[src/hw/rtl/gmf_pkg.sv]
// ----------------------------------------------------------------------------
// gmf_pkg
// Shared types and constants of the 4x4 grayscale median filter.
// ----------------------------------------------------------------------------
package gmf_pkg;

  typedef logic [15:0][7:0] pix16_t;

  typedef struct packed {
    logic       interior;
    logic [7:0] border;
    logic [9:0] row;
    logic [9:0] col;
    logic       last;
  } gmf_side_t;

  localparam int unsigned SORT_LAYERS = 10;
  localparam int unsigned SORT_STAGES = SORT_LAYERS / 2;
  localparam int unsigned SORT_K [SORT_LAYERS] = '{2, 4, 4, 8, 8, 8, 16, 16, 16, 16};
  localparam int unsigned SORT_J [SORT_LAYERS] = '{1, 2, 1, 4, 2, 1, 8, 4, 2, 1};

  localparam logic CMD_PIXEL = 1'b0;
  localparam logic CMD_FLUSH = 1'b1;

  localparam logic REG_WIDTH  = 1'b0;
  localparam logic REG_HEIGHT = 1'b1;

  localparam int unsigned CFG_BITS  = 11;
  localparam int unsigned SIZE_BITS = 13;
  localparam int unsigned MIN_SIZE  = 4;

endpackage

[src/hw/rtl/gmf_sort16.sv]
// ----------------------------------------------------------------------------
// gmf_sort16
// Pipelined bitonic sorting network over 16 pixels, two layers per stage,
// giving the truncated mean of the two middle values.
// ----------------------------------------------------------------------------
module gmf_sort16
  import gmf_pkg::*;
(
  input  logic      clk,
  input  logic      rst,
  input  logic      en,
  input  logic      in_valid,
  input  gmf_side_t in_side,
  input  pix16_t    in_vals,
  output logic      out_valid,
  output gmf_side_t out_side,
  output logic [7:0] median
);

  function automatic pix16_t sort_layer(pix16_t v, int unsigned k, int unsigned j);
    pix16_t      r;
    int unsigned p;
    logic        up;
    r = v;
    for (int unsigned i = 0; i < 16; i++) begin
      p = i ^ j;
      if (p > i) begin
        up = ((i & k) == 0);
        if ((v[i] > v[p]) == up) begin
          r[i] = v[p];
          r[p] = v[i];
        end
      end
    end
    return r;
  endfunction

  pix16_t    stage [SORT_STAGES];
  pix16_t    stage_next [SORT_STAGES];
  gmf_side_t side [SORT_STAGES];
  logic [SORT_STAGES-1:0] valid;

  always_comb begin
    for (int unsigned s = 0; s < SORT_STAGES; s++) begin
      stage_next[s] = sort_layer(sort_layer((s == 0) ? in_vals : stage[s-1],
                                            SORT_K[2*s], SORT_J[2*s]),
                                 SORT_K[2*s+1], SORT_J[2*s+1]);
    end
  end

  always_ff @(posedge clk) begin
    if (rst) begin
      valid <= '0;
    end else if (en) begin
      valid <= {valid[SORT_STAGES-2:0], in_valid};
    end
    if (en) begin
      side[0] <= in_side;
      for (int unsigned s = 0; s < SORT_STAGES; s++) begin
        stage[s] <= stage_next[s];
        if (s > 0) begin
          side[s] <= side[s-1];
        end
      end
    end
  end

  assign out_valid = valid[SORT_STAGES-1];
  assign out_side  = side[SORT_STAGES-1];
  assign median    = 8'((9'(stage[SORT_STAGES-1][7]) + 9'(stage[SORT_STAGES-1][8])) >> 1);

endmodule

[config.mk]
export PLATFORM = sky130hd
export DESIGN_NAME = gmf_sort16
export DESIGN_NICKNAME = d
export VERILOG_FILES = /design/src/hw/rtl/gmf_pkg.sv /design/src/hw/rtl/gmf_sort16.sv
export SDC_FILE = /design/constraint.sdc
export NUM_CORES = 2
export LEC_CHECK = 0
export BUFFER_PORTS_ARGS = -buffer_cell sky130_fd_sc_hd__buf_2
export CAP_MARGIN = 20
export CORE_MARGIN = 1.5
export CORE_UTILIZATION = 50
export DETAILED_ROUTE_END_ITERATION = 8
export HOLD_SLACK_MARGIN = 0.02
export PLACE_DENSITY = 0.67
export SYNTH_ARGS = -nofsm -noshare
export SYNTH_HDL_FRONTEND = slang
export SYNTH_SLANG_ARGS = --single-unit
export TNS_END_PERCENT = 5
[constraint.sdc]
create_clock -name clk -period 4.4 [get_ports clk]
set_clock_uncertainty 0.15 [all_clocks]
set_input_delay 0.22 -clock clk [delete_from_list [all_inputs] [get_ports clk]]
set_output_delay 0.22 -clock clk [all_outputs]
set_load 0.02 [all_outputs]
==> impl_summary.log <==
[metrics] run status: complete, but fails checks
[metrics] failing checks: negative hold slack
[metrics] setup repair after global routing missed its margin: true
[metrics] Sum Neg Setup Slack: 0 ns
[metrics] post-route worst hold slack: -0.0172 ns
[metrics] count of endpoints failing setup in the final report: 0
[metrics] die footprint: 90,500 um^2
[metrics] warning count from the yosys run: 0
[metrics] Hold Vio Cnt, Final: 5
[metrics] post-synthesis cell type count: 32
[metrics] via count: 29,922
[metrics] sinks on the clock net: 619
[metrics] Post-Syn Instances: 3,652
[metrics] required arrival time at the worst endpoint: 4.66 ns
[metrics] synthesized netlist net count: 4,382
[metrics] fraction of final layout cells sized beyond drive strength 1: 14.3%
[metrics] TritonCTS clock tree: done
[metrics] max-capacitance violation count: 0
[metrics] highest clock rate: 0.234 GHz
[metrics] die height: 301 um
[metrics] cell at the root of the clock tree: sky130_fd_sc_hd__clkbuf_16
[metrics] # diodes: 0
[metrics] GRT Overall Usage: 22.9%
[metrics] CP Capture Type: flop
[metrics] count of unresolved DRC violations after routing: 0
[metrics] Worst-path clk slew: 0.06 ns
[metrics] later-pin clock latency in the skew report: 0.64 ns
[metrics] core region area: 88,100 um^2
[metrics] Critical Path Fanout Max: 10
[metrics] period utilisation layout: 97.2%
[metrics] arrival time of the worst setup path: 4.54 ns
[metrics] measured slew at the worst slew-check pin: 1.01 ns
[metrics] vias per cell: 5.46
[metrics] overall routed net length: 105,000 um
[metrics] instance count after placement with tap cells included: 5,100
[metrics] number of rows created at floorplan: 109
[metrics] cell with the most instances on the worst path: sky130_fd_sc_hd__mux2i_1
[metrics] starting utilization of the core area: 50.3%
[metrics] cell area after synthesis: 44,400 um^2
[metrics] wire length of the first global-routing pass: 161,000 um
[metrics] Avg Inst Size Synth: 12.1 um^2
[metrics] worst slew margin relative to its limit: 32.9%
[metrics] clock buffer count from CTS: 73
[metrics] Crit Path Category: flop to flop
[metrics] horizontal extent of the die: 301 um
[metrics] total number of nets in the final design: 4,983
[metrics] area added between synthesis and finish: 18.7%
[metrics] shortest clock period the worst path allows after layout: 4.28 ns
[metrics] maximum buffer depth of the clock tree: 3
[metrics] type of the tightest min-delay check: primary input to flop
[metrics] number of standard cells in the final layout excluding fillers: 5,478
[metrics] remaining antenna violation count after routing: 0
[metrics] Pre-antenna DRT Iters: 5
[metrics] PortBufs: 200
[metrics] series of cell instances along the critical path: ha_1, nor2b_1, o211ai_2, a21oi_1, o32ai_4, buf_4, mux2i_1, inv_1, ha_1, nand2_1, o21ai_0, mux2i_1, nor2_2, buf_4, mux2i_1
[metrics] element type at the critical path start: flop
[metrics] overflow left after global routing: 0
[metrics] final weighted congestion of routability-driven global placement: 0.926
[metrics] number of global-route vias before repair: 29,255
[metrics] Detailed Route Iter0 Violations: 1,642
[metrics] sequential cell area fraction in the yosys report: 41.8%
[metrics] average wire per standard cell: 19.1 um
[metrics] count of H-tree levels built during CTS: 3
[metrics] Max Transition Viols Final: 0
[metrics] post-detailed-placement half-perimeter wirelength: 83,300 um
[metrics] Ports: 201
[metrics] final design utilization: 59.8%
[metrics] Fill cells: 7,207
[metrics] antenna violations before repair: 2
[metrics] maximum number of pins on one net before global-route repair: 109
[metrics] max incr delay on CP: 0.44 ns
[metrics] count of state elements after synthesis: 619
[metrics] Slowest cell on crit path: sky130_fd_sc_hd__mux2i_1
==> metal layers <==
layer	global-route usage [%]	part of all wire, %	vias up
met4	6.19	2.5	0
met2	39.3	48	542
met3	2.32	3.5	138
li1	-	-	14798
met1	30.8	46	14444
met5	0	0	-
==> state kept, by name, summed over array words and instances, names as in the netlist <==
signal	cells
stage	464
valid	5
side	150
==> through the flow <==
step                instance area, um^2  setup slack (ns)
CTS                               52400            0.0115
floorplan                         44400             0.629
global placement                  47600            -0.104
global route                      52700            -0.110
detailed placement                47600            -0.115
finish                            52700             0.124
==> path summary, 6_finish.rpt <==
check                     from             to  slack (ns)  cells after the start
setup / recovery  stage[0][81]  stage[0][253]        0.12                     15
hold / removal              en   stage[0][21]       -0.02                      1
setup reg to reg  stage[0][81]  stage[0][253]        0.12                     15
hold reg to reg    side[0][66]    side[0][96]        0.26                      0
==> cell type report <==
type / instances / area [um^2] / area share [%]
flip-flops and latches: 619 / 18500 / 35.2
well taps: 1165 / 1460 / 2.77
multi-input cells: 2381 / 23100 / 43.9
clock buffers: 85 / 1870 / 3.55
repair buffers: 613 / 4950 / 9.39
inverters: 565 / 2120 / 4.03
clock inverters: 50 / 617 / 1.17
==> layout by cell type (no fill, tap or decap), drive strengths merged, types with 38 or more instances in the layout <==
master	instances
clkbuf	85
mux2i	1045
a211oi	70
buf	382
nand4	138
dlygate4sd3	231
o21ai	108
nor2b	69
a21oi	146
nor2	79
nand2	38
inv	573
edfxtp	614
ha	567
==> worst max-delay path, delay by kind of cell (launching register included) <==
kind	cells	cell delay [ns]
buffers and inverters	3	0.57
adders and majority gates	2	0.63
DFF	1	0.42
and+or+nand+nor	3	0.39
muxes	3	0.99
AOI/OAI and AO/OA	4	0.92
==> Yosys cell counts (all sizes together) <==
cell type | count | area share [%]
nor2b | 69 | 0.97
nand3 | 2 | 0.023
a21oi | 146 | 1.7
o21bai | 2 | 0.034
o32ai | 36 | 2.2
nand2 | 38 | 0.32
xor2 | 2 | 0.040
o22ai | 2 | 0.028
edfxtp | 614 | 42
a21o | 3 | 0.051
xnor2 | 4 | 0.079
fa | 1 | 0.045
mux2i | 1045 | 24
dfxtp | 5 | 0.23
a211oi | 70 | 1.2
ha | 567 | 16
nand4 | 138 | 1.9
buf | 86 | 1.6
nand2b | 33 | 0.47
clkbuf | 1 | 0.0085
nor2 | 79 | 0.80
inv | 565 | 4.8
o21ai | 108 | 1.2
o211ai | 36 | 0.97
==> kinds of logic (layout without fill, tap and decap cells) <==
kind of cell,after synthesis,count (layout),share of synthesized area [%]
buf+inv,652,1313,6.39
xor+xnor,6,6,0.118
flops,619,619,41.8
compound gates,403,403,7.53
fa+ha+maj,568,568,16.0
simple gates,359,359,4.53
mux,1045,1045,23.6
==> repair_timing <==
item                                   in CTS  in global routing
endpoints found under the hold margin     151                  0
resized for setup                           1                 31
setup endpoints to repair                   2                266
pin swaps                                   0                  5
hold buffers                              231                  0
buffers inserted                            0                 11
Power is left out: the tool's default activity adds up to more than one toggle a clock period on the data nets, which glitch-free logic cannot reach.
