## config.mk

```make
export PLATFORM = sky130hd
export DESIGN_NAME = gmf_ram
export DESIGN_NICKNAME = d
export VERILOG_FILES = /design/src/hw/rtl/gmf_ram.sv
export SDC_FILE = /design/constraint.sdc
export NUM_CORES = 1
export LEC_CHECK = 0
export BUFFER_PORTS_ARGS = -buffer_cell sky130_fd_sc_hd__buf_2
export CAP_MARGIN = 20
export CORE_ASPECT_RATIO = 0.7
export CORE_MARGIN = 3
export CORE_UTILIZATION = 30
export CTS_BUF_LIST = sky130_fd_sc_hd__clkbuf_16
export DETAILED_ROUTE_END_ITERATION = 8
export PLACE_DENSITY_LB_ADDON = 0.05
export SLEW_MARGIN = 10
export SYNTH_ARGS = -nofsm -noshare
export SYNTH_HDL_FRONTEND = slang
export SYNTH_SLANG_ARGS = --single-unit
```

## constraint.sdc

```tcl
create_clock -name clk -period 2 [get_ports clk]
set_clock_uncertainty 0.15 [all_clocks]
set_input_delay 0.1 -clock clk [delete_from_list [all_inputs] [get_ports clk]]
set_output_delay 0.1 -clock clk [all_outputs]
set_load 0.01 [all_outputs]
```

## src/hw/rtl/gmf_ram.sv

```systemverilog
// ----------------------------------------------------------------------------
// gmf_ram
// Generic single-port-write, single-port-read RAM with registered read data.
// ----------------------------------------------------------------------------
module gmf_ram #(
  parameter int unsigned WIDTH = 8,
  parameter int unsigned DEPTH = 16
) (
  input  logic                     clk,
  input  logic                     we,
  input  logic [$clog2(DEPTH)-1:0] waddr,
  input  logic [WIDTH-1:0]         wdata,
  input  logic                     re,
  input  logic [$clog2(DEPTH)-1:0] raddr,
  output logic [WIDTH-1:0]         rdata
);

  logic [WIDTH-1:0] mem [DEPTH];

  always_ff @(posedge clk) begin
    if (we) begin
      mem[waddr] <= wdata;
    end
    if (re) begin
      rdata <= mem[raddr];
    end
  end

endmodule

```

==> impl.org, run 1 <==
** Route
- Number of DRC violations after detailed routing :: 0
- Total via count after detailed routing :: roughly 2.5k
- Via density per instance :: around 4.7
- Avg WL per Cell :: ~22 um
- The first TritonRoute pass finished after 4 iterations.
- The detailed router finished its first iteration with 132 violations.
- The count of nets left with antenna violations once routing finished came out at 0.
- After detailed routing, the total wire length is around 11000 um.

** Yosys
- Number of flip-flops and latches in the synthesized netlist :: 136
- Post-synthesis cell area :: between 0.005 and 0.006 mm^2
- Yosys warning count :: 0
- After synthesis, the share of cell area in mux cells is 0.148.
- Of the total synthesized cell area, the portion taken by XOR and XNOR cells is 0.
- Fraction of the mapped netlist area in compound gates :: 0.0230
- After synthesis, the largest family of logic cells by area is multiplexers.
- Post-Syn Instances :: ~230
- Share of synthesized cell area in and, or, nand and nor gates :: 0.0314
- Of the total synthesized cell area, the portion taken by full adders, half adders and majority gates is 0.
- Mean post-synth cell area :: 22.8 um^2
- When the netlist entered floorplanning its net count stood at approximately 250.
- For this run, the register share of the synthesized area comes to 0.781.
- Count of different cell masters after synthesis :: 18

** Critical path
- STA classifies the critical path endpoint as a register.
- Largest fanout of any net on the critical path :: 1
- The critical path in this run is classified as reg -> reg.
- Data required time at the worst endpoint :: 1980 ps
- Arrival time worst endpoint :: about 1600 ps
- STA classifies the critical path startpoint as a register.

** Finish
- The repair_antennas step left the layout with diodes totalling 0.
- Final core utilization :: 0.387
- In the final design database the tool counted between 300 and 400 nets.
- Synth-to-Final Area Change :: 23.7%
- Leading cell types in the layout, fill and taps excluded :: 136 x edfxtp_1, 26 x buf_2, 21 x buf_4, 18 x mux4_2, 17 x clkbuf_16
- Leaving out fill and tap cells, the most frequent cell in the layout is edfxtp_1.
- Layout cells sized above 1 :: 0.315
- Once layout is done, the placed cells without fillers occupy 0.00647 mm^2.
- Fill cells :: 1546

** Clocking
- Count of hold-fix buffers inserted at cts :: 9
- Clock latency on the worst-skew pair :: about 400 ps
- Post-cts repair resize count :: 0
- Library cell used as clock root buffer :: clkbuf_16
- Buffers from clock root to sink, at most :: 2
- The H-tree was split into 4 levels.
- In this run the post-CTS setup repair buffer count came out at 0.
- TritonCTS built the clock tree.
- After clock tree synthesis, the clock-pin slew on the worst setup and hold paths is ~60 ps.
- TritonCTS sink count :: between 100 and 150
- Number of buffers added by the clock tree synthesis step :: 17

** Global route
- For this run, the total global-route usage over all layers was measured as 0.132.
- Gr ovfl total :: 0
- Global-route wire length before repair :: about 17000 um
- The initial antenna violation count is 0.
- Number of global-route vias before repair :: approximately 2.7k
- Pin count of the biggest net entering global routing :: 19

** STA
- For this run, the top clock speed supported by timing is 607 MHz.
- Setup repair after global routing left no endpoint under its margin.
- Max-Slew Margin vs Limit :: 0.599
- Worst Max-Slew Pin Slew :: 600 ps
- Setup violations remaining at the end of the flow were counted as 0.
- Dividing the final minimum period by the clock period gives 0.824.
- The final max-slew violation count is 0.
- Clock period minus final worst setup slack :: roughly 1600 ps
- Number of hold violations in the final report :: 0
- For the final routed database, the setup TNS stands at 0 ps.

** Run
- Across the run, the number of max-cap violations was 0.

** Place
- Final HPWL DP :: about 7700 um
- Standard cell area after detailed placement :: between 0.005 and 0.006 mm^2
- In this run the tool buffered the top-level ports with 26 buffer cells.
- At the end of routability-driven placement, the weighted congestion stood at around 0.69.

** Floorplanning
- In this run the horizontal extent of the chip is approximately 160 um.
- Effective utilization at floorplan :: 0.313
- The total area inside the core boundary comes to around 0.017 mm^2.
- In this run the core area contains 39 standard-cell rows.
- Vert. Die Dim :: 116 um
- For this design the top-level I/O count stands at 27.
- Die area :: ~0.019 mm^2

** Power
- Pleak :: 2.18 nW
- Worst voltage drop across the vdd grid :: a little over 0.5 mV
- Areal power density over the cells :: between 1000 and 1500 mW/mm^2

** Min path
- Path category of the worst min-delay check :: in -> reg

** Status
- Run status :: finished clean
==> layout make-up <==
cell class	instances	area [um^2]	area share
Timing Repair Buffer	59	438	0.0677
Clock buffer	17	425	0.0658
Multi-Input combinational cell	83	1060	0.164
Clock inverter	13	180	0.0279
Tap cell	225	282	0.0435
Sequential cell	136	4080	0.632
==> per-stage QoR <==
stage | cells | setup WS [ps] | power, mW | hold slack, ps
after global placement | 494 | 159 | 3.62 | 348
after CTS | 533 | 320 | 6.83 | 76.8
after detailed placement | 494 | 177 | 3.61 | 352
after global routing | 533 | 233 | 6.98 | 94.0
final | 533 | 353 | 6.74 | 93.5
after floorplan | 229 | 257 | 3.45 | 48.9
==> per-layer routing <==
| layer | up-vias | global-route usage | wire, um |
|---|---|---|---|
| li1 | 1112 | - | - |
| met1 | 1344 | 0.194 | 6000 |
| met2 | 33 | 0.190 | 5040 |
| met3 | 12 | 0.0351 | 305 |
| met4 | 0 | 0.0479 | 150 |
| met5 | - | 0 | 0 |
==> cells by family after synthesis <==
logic type / count (synthesis)
flops: 136
simple gates: 35
mux: 32
compound gates: 16
buf+inv: 10
==> sequential cells by signal, indices dropped and copies added, names as in the netlist <==
signal  flops
mem       128
rdata       8
==> worst max-delay path: stages, from the launching register on <==
cell and delay, ps:
edfxtp_1 370, mux4_1 500, a22oi_1 230, nand2_1 130
==> final timing paths <==
kind             start  slack (ps)        end  depth (start not counted)
max          mem[8][5]         350   rdata[5]                          3
min           waddr[0]          90  mem[8][6]                          3
max reg2reg  mem[8][5]         350   rdata[5]                          3
min reg2reg  mem[4][3]         590   rdata[3]                          3
==> report_power, final <==
group	leakage (nW)	switching [mW]	total, mW	internal (mW)
logic	0.651	0.183	0.327	0.144
registers	1.24	0.0197	3.23	3.21
clock network	0.294	1.11	3.18	2.07
total	2.18	1.32	6.74	5.42
==> cell usage after synthesis <==
cell type	instances	area (um^2)
a22oi_1	16	120
and2_1	1	6.26
and2b_1	1	7.51
buf_2	3	15.0
buf_4	1	7.51
buf_6	3	33.8
clkdlybuf4s25_2	3	30.0
edfxtp_1	136	4080
mux4_1	14	368
mux4_2	18	405
nand2_1	9	33.8
nand2b_1	2	12.5
nand3_1	1	5.00
nand3b_1	2	15.0
nor2_1	13	48.8
nor2b_1	1	6.26
nor3_1	4	20.0
or3b_2	1	8.76
No activity file was read; power rests on OpenSTA's default activity.
==> run 2: changes to the inputs <==
==> constraint.sdc (replaced) <==
create_clock -name clk -period 1.35 [get_ports clk]
set_clock_uncertainty 0.15 [all_clocks]
set_input_delay 0.0675 -clock clk [delete_from_list [all_inputs] [get_ports clk]]
set_output_delay 0.0675 -clock clk [all_outputs]
set_load 0.01 [all_outputs]
==> impl.org, run 2 (synthesized netlist as in run 1, its figures left out) <==
** Clocking
- H-Tree Depth :: 4 (unchanged)
- The setup fix buffers added after clock tree synthesis was 0 (unchanged).
- The clock-pin slew of the registers on the worst-case setup and hold paths was 60 ps (about the same).
- The CTS sink count came to 136 (unchanged).
- The root buffer cell chosen for the clock tree is clkbuf_16.
- Buffers from clock root to sink, at most :: 2 (unchanged)
- The TritonCTS buffer count came to 17 (unchanged).
- Clock tree from TritonCTS :: yes
- Clock latency on the worst-skew pair :: 400 ps (about the same)

** Status
- The flow ran to the end, but the final reports show violations.
- The checks that failed: negative setup slack.

** Power
- Switching power summed over all nets :: 2.02 mW (+53%)
- The total leakage power came to 2.16 nW (-1.2%).
- The clock network power share came to 0.439 (-0.033).
- Sequential power share :: 0.503 (+0.023)
- Combinational cell fraction of total power :: 0.058 (+0.009)
- Worst voltage drop across the vdd grid :: 0.694 mV (+34%)
- The net switching fraction of the power came to 0.212 (+0.0169).
- Internal power :: 7.50 mW (+38%)
- Areal power density over the cells :: 1450 mW/mm^2 (+40%)

** Finish
- Compared with the post-synthesis result, the final layout area differs by 25.3%.
- Number of standard cells in the layout, taps in and fillers out :: 541 (+1.5%)
- The library cell used most frequently in the layout, excluding fill and tap cells, is edfxtp_1.
- Antenna cell count :: 0 (unchanged)
- The top cell types in the final layout, fill and taps aside, are 136 x edfxtp_1, 30 x mux4_2, 26 x buf_2, 21 x buf_4, 17 x clkbuf_16.
- Number of flip-flops in the largest register :: 128 (unchanged)
- The fraction of final layout cells with drive strength greater than 1 is 0.411 (+0.0965).
- Registers with the most flip-flops :: mem x128, rdata x8
- Register with the most flip-flops :: mem
- The number of nets in the layout is 322 (+1.9%).

** Global route
- Initial antenna violation count :: 0 (unchanged)
- The residual overflow from global routing came to 0 (unchanged).
- The global-route usage over all layers is 0.136 (+0.00427).
- The number of global-route vias before repair is 2598 (-2.3%).
- The maximum number of pins on one net before global-route repair was 26 (+7).
- The wire length of the first global-routing pass is 17800 um (+2.6%).

** Route
- Number of DRC violations after detailed routing :: 0 (unchanged)
- Number of search-and-repair iterations in the first detailed-routing pass :: 7 (+3)
- The number of design-rule violations left by the first detailed-router iteration is 186 (+41%).
- The residual antenna-violating net count after detailed routing came to 0 (unchanged).
- The ratio of routed vias to standard cells came to 4.58 (-2.3%).
- Avg WL per Cell :: 22.2 um (+2.8%)
- The vias after detailed routing was 2479 (-0.88%).
- The final wirelength came to 12000 um (+4.3%).

** Critical path
- Data required time at the worst endpoint :: 1340 ps (-640 ps)
- Critical path class :: reg -> reg
- The minimum setup slack among reg-to-reg paths is -240 ps (-590 ps).
- Arrival time worst endpoint :: 1580 ps (-50 ps)
- Library cell contributing the largest single delay on the critical path :: mux4_2
- The highest fanout seen on the critical path is 1 (unchanged).
- Cell breakdown of the critical path :: mux4_2, a22oi_1, nand2_1
- Largest stage delay on the critical path :: 520 ps (+20 ps)
- Kind of end point of the critical path :: register
- Worst setup SP type :: register

** Min path
- The min-delay analysis places its worst path in the category in -> reg.

** Place
- Final HPWL DP :: 8090 um (+4.8%)
- Routability congestion estimate :: 0.695 (+0.96%)
- Number of port buffers :: 26 (unchanged)
- The pre-CTS worst setup slack was -470 ps (-647 ps).
- The number of placed cells counting well taps came to 500 (+1.2%).

** Floorplanning
- The initial standard-cell utilization of the core is 0.313 (unchanged).
- The number of rows created at floorplan came to 39 (unchanged).
- The number of top-level pins was 27 (unchanged).
- Width of the die :: 164 um (unchanged)
- Placeable core region :: 0.0167 mm^2 (unchanged)
- Die area :: 0.0191 mm^2 (unchanged)
- The vertical die dimension was 116 um (unchanged).

** Run
- The number of max-cap violations is 0 (unchanged).

** STA
- The final critical path time including I/O delays and setup was 1590 ps (-62.1 ps).
- Total setup violations reported at the end of the flow :: 8 (+8)
- The final max-slew violation count came to 0 (unchanged).
- RSZ-0062 raised after global routing :: yes
- FMAX :: 631 MHz (+3.9%)
- Final Worst Setup Slack :: -235 ps (-588 ps)
- The headroom to the max-slew limit is 0.425 (-0.174).
- The final count of hold timing violations was 0 (unchanged).
- The slew at the pin with the worst max-slew slack came to 859 ps (+259 ps).
- Ratio of final minimum period to clock period :: 1.17 (+0.351)
run 2: cell types whose count changed in the layout (fill, tap and decap cells not counted), moves of 6 or more:
cell	previous run	this run
mux4_2	18	30
mux4_1	14	2
buf_12	3	9
a22oi_1	16	8
a22oi_2	0	8
run 2: stage by stage:
stage | hold slack, ps | power (mW) | cell area (um^2) | util | TNS (ps)
6_report | 66.7 | 9.52 | 6550 | 0.392 | -1560
5_1_grt | 69.4 | 9.88 | 6550 | 0.392 | -1970
4_1_cts | 54.4 | 9.63 | 6540 | 0.392 | -1790
3_5_place_dp | 303 | 5.40 | 5880 | 0.352 | -6640
3_3_place_gp | 308 | 5.40 | 5880 | 0.352 | -7390
2_1_floorplan | 16.4 | 5.14 | 5250 | - | -601
run 2: area by class of cell:
cell class	instances	area [um^2]
clock inverter	15	113
tap	225	282
multi-input combinational	83	1090
fill	1527	10100
sequential	136	4080
timing repair buffer	65	558
clock buffer	17	425
run 2: critical path: cells and delay by family, from the launching register on:
kind / cells / cell delay, ps
mux: 1 / 520
flops: 1 / 350
compound gates: 1 / 210
simple gates: 1 / 90
run 2: repair_timing:
action / CTS / global route
resized for setup: 7 / 3
endpoints found under the setup margin: 8 / 8
pin swaps: 4 / 2
hold endpoints to repair: 136 / 0
hold buffers: 9 / 0
run 2: worst paths after layout:
path / cells after the start / to / startpoint
max reg2reg: 3 / rdata[4] / mem[15][4]
min: 3 / mem[0][3] / waddr[1]
max: 3 / rdata[4] / mem[15][4]
min reg2reg: 3 / rdata[3] / mem[4][3]
run 2: power by group through the flow:
stage / Sequential (mW) / Combinational [mW] / Clock (mW)
floorplan: 4.87 / 0.264 / 0
global placement: 4.87 / 0.531 / 0
detailed placement: 4.87 / 0.532 / 0
CTS: 4.78 / 0.565 / 4.28
global route: 4.79 / 0.604 / 4.49
finish: 4.78 / 0.553 / 4.18
run 2: per-layer routing:
metal	up-vias	track usage	routed length (um)
li1	1123	-	-
met1	1295	0.203	6100
met2	55	0.198	5310
met3	6	0.0312	467
met4	0	0.0473	112
met5	-	0	0
==> run 3: changes to the inputs <==
--- a/config.mk
+++ b/config.mk
@@ -13,6 +13,7 @@
 export CTS_BUF_LIST = sky130_fd_sc_hd__clkbuf_16
 export DETAILED_ROUTE_END_ITERATION = 8
 export PLACE_DENSITY_LB_ADDON = 0.05
+export SETUP_SLACK_MARGIN = 0.02
 export SLEW_MARGIN = 10
 export SYNTH_ARGS = -nofsm -noshare
 export SYNTH_HDL_FRONTEND = slang
==> impl.org, run 3 (synthesized netlist as in run 1, its figures left out) <==
** Route
- The vias after detailed routing came to 2435 (-1.8%).
- The number of design-rule violations left by the first detailed-router iteration is 146 (-22%).
- Number of DRC violations after detailed routing :: 0 (unchanged)
- Number of search-and-repair iterations in the first detailed-routing pass :: 4 (-3)
- Final wirelength :: 11500 um (-3.8%)
- The ratio of routed vias to standard cells is 4.54 (-0.86%).
- The residual antenna-violating net count after detailed routing is 0 (unchanged).
- Avg WL per Cell :: 21.5 um (-2.9%)

** Global route
- The met2 track utilization from global routing was 0.182 (-0.0157).
- Global-route wire length before repair :: 17600 um (-1.1%)
- The global routing stage identified its most utilized layer as met1.
- Met3 Use GR :: 0.0337 (+0.00248)
- Met1 capacity usage during global routing :: 0.204 (+0.00139)
- The number of global-route vias before repair is 2607 (+0.35%).
- All-layer global routing usage :: 0.134 (-0.00268)
- The initial antenna violation count was 0 (unchanged).
- Gr ovfl total :: 0 (unchanged)
- Pin count of the biggest net entering global routing :: 17 (-35%)

** Critical path
- Critical path class :: reg -> reg
- Largest fanout of any net on the critical path :: 1 (unchanged)
- Kind of end point of the critical path :: register
- The required arrival time at the worst endpoint is 1360 ps (+20 ps).
- The worst setup path is launched from a register.
- Arrival time worst endpoint :: 1540 ps (-40 ps)
- Worst R2R Path Depth :: 3 (unchanged)

** Finish
- Layout cells sized above 1 :: 0.418 (+0.00661)
- Antenna cell count :: 0 (unchanged)
- Most frequent standard cell in the layout excluding fill and tap cells :: edfxtp_1
- Post-Layout Inst Area :: 0.00655 mm^2 (about the same)
- The area growth from synthesis to layout was 25.2% (about the same).
- Ranked by flip-flop count, first place goes to mem.
- Layout net count :: 318 (-1.2%)
- The library cells used most frequently in the layout, excluding fill and tap cells, are 136 x edfxtp_1, 32 x mux4_2, 26 x buf_2, 17 x clkbuf_16, 17 x buf_4.
- The number of flip-flops under the largest register name was 128 (unchanged).
- The final standard cell count with taps included and fillers excluded was 536 (-0.92%).
- The largest registers in the layout are mem x128, rdata x8.
- The number of filler instances in the final layout came to 1522 (-0.33%).

** Place
- Number of port buffers :: 26 (unchanged)
- The placer congestion estimate was 0.719 (+3.5%).
- Standard cell area after detailed placement :: 0.00584 mm^2 (-0.62%)
- Final HPWL DP :: 7960 um (-1.7%)
- The number of placed cells counting well taps came to 496 (-0.80%).

** Floorplanning
- Die area :: 0.0191 mm^2 (unchanged)
- Placeable core region :: 0.0167 mm^2 (unchanged)
- The vertical die dimension came to 116 um (unchanged).
- Effective utilization at floorplan :: 0.313 (unchanged)
- The number of top-level pins was 27 (unchanged).
- The number of rows created at floorplan came to 39 (unchanged).
- Width of the die :: 164 um (unchanged)

** Run
- The number of max-cap violations was 0 (unchanged).

** Clocking
- The maximum clock path buffer count is 2 (unchanged).
- The clock latency of the later-clocked register in the worst-skew pair came to 410 ps (about the same).
- The H-tree depth reported by CTS came to 4 (unchanged).
- The setup fix buffers added after clock tree synthesis came to 0 (unchanged).
- Clock tree from TritonCTS :: yes
- Number of buffers added by the clock tree synthesis step :: 17 (unchanged)
- Library cell used as clock root buffer :: clkbuf_16
- Reg clk slew, reported paths :: 60 ps (about the same)
- The CTS sink count came to 136 (unchanged).

** Power
- The overall power of the completed layout was 9.78 mW (+2.7%).
- The worst voltage drop across the vdd grid came to 0.722 mV (+4.0%).
- The power density over the cells is 1490 mW/mm^2 (+2.8%).
- Pleak :: 2.15 nW (-0.42%)

** STA
- Number of max-slew violations in the final report :: 0 (unchanged)
- The final critical path time including I/O delays and setup came to 1530 ps (-52.5 ps).
- Number of hold violations in the final report :: 0 (unchanged)
- FMAX :: 652 MHz (+3.4%)
- Ratio of final minimum period to clock period :: 1.14 (-0.0389)
- RSZ-0062 raised after global routing :: yes
- Total setup violations reported at the end of the flow :: 8 (unchanged)
- Worst Max-Slew Pin Slew :: 950 ps (+90.9 ps)
- Final Worst Setup Slack :: -183 ps (+52.5 ps)
- The headroom to the max-slew limit came to 0.365 (-0.0598).

** Status
- Violations in the final reports :: negative setup slack
- Run status :: finished with violations

** Min path
- The number of cells on the worst hold path was 3 (unchanged).
- The min-delay analysis places its worst path in the category in -> reg.
[run 3: cell types whose count changed in the layout (fill, tap and decap cells not counted), sizes merged]
cell,before,now
buf,56,52
bufinv,1,2
clkinvlp,4,2
[run 3: routing by layer]
layer | part of all wire | up-vias
met3 | 0.061 | 6
li1 | - | 1106
met1 | 0.51 | 1266
met2 | 0.42 | 57
met4 | 0.0074 | 0
met5 | 0 | -
[run 3: final timing paths]
path | from | to | slack, ps
hold reg to reg | mem[4][1] | rdata[1] | 620
setup / recovery | mem[11][0] | rdata[0] | -180
hold / removal | waddr[0] | mem[12][0] | 50
setup reg to reg | mem[11][0] | rdata[0] | -180
[run 3: power by group]
| part | internal, mW | switching [mW] |
|---|---|---|
| Clock | 2.72 | 1.75 |
| Combinational | 0.243 | 0.284 |
| Sequential | 4.76 | 0.0299 |
| Total | 7.72 | 2.06 |
[run 3: area by class of cell]
cell class,instances,area (um^2),area share
multi-input cells,83,1080,0.164
flip-flops and latches,136,4080,0.624
clock buffers,17,425,0.0650
clock inverters,14,151,0.0231
well taps,225,282,0.0430
repair buffers,61,528,0.0807
[run 3: timing repair]
action / in CTS / in global routing
gates resized for setup: 6 / 1
hold buffers: 9 / 0
pin swaps: 1 / 1
hold endpoints to repair: 136 / 0
setup endpoints to repair: 8 / 8
[run 3: per-stage QoR]
| step | utilization | hold WS [ps] | worst slack (ps) | setup TNS (ps) |
|---|---|---|---|---|
| floorplan | - | 16.4 | -70.0 | -553 |
| global placement | 0.350 | 313 | -464 | -5630 |
| detailed placement | 0.350 | 320 | -500 | -5560 |
| CTS | 0.392 | 31.3 | -201 | -1420 |
| global route | 0.392 | 49.0 | -245 | -1780 |
| finish | 0.392 | 50.4 | -183 | -1280 |
[run 3: worst max-delay path, stage by stage (launching register included)]
cell and delay (ps):
edfxtp_1 360, mux4_2 490, a22oi_2 190, nand2_1 80
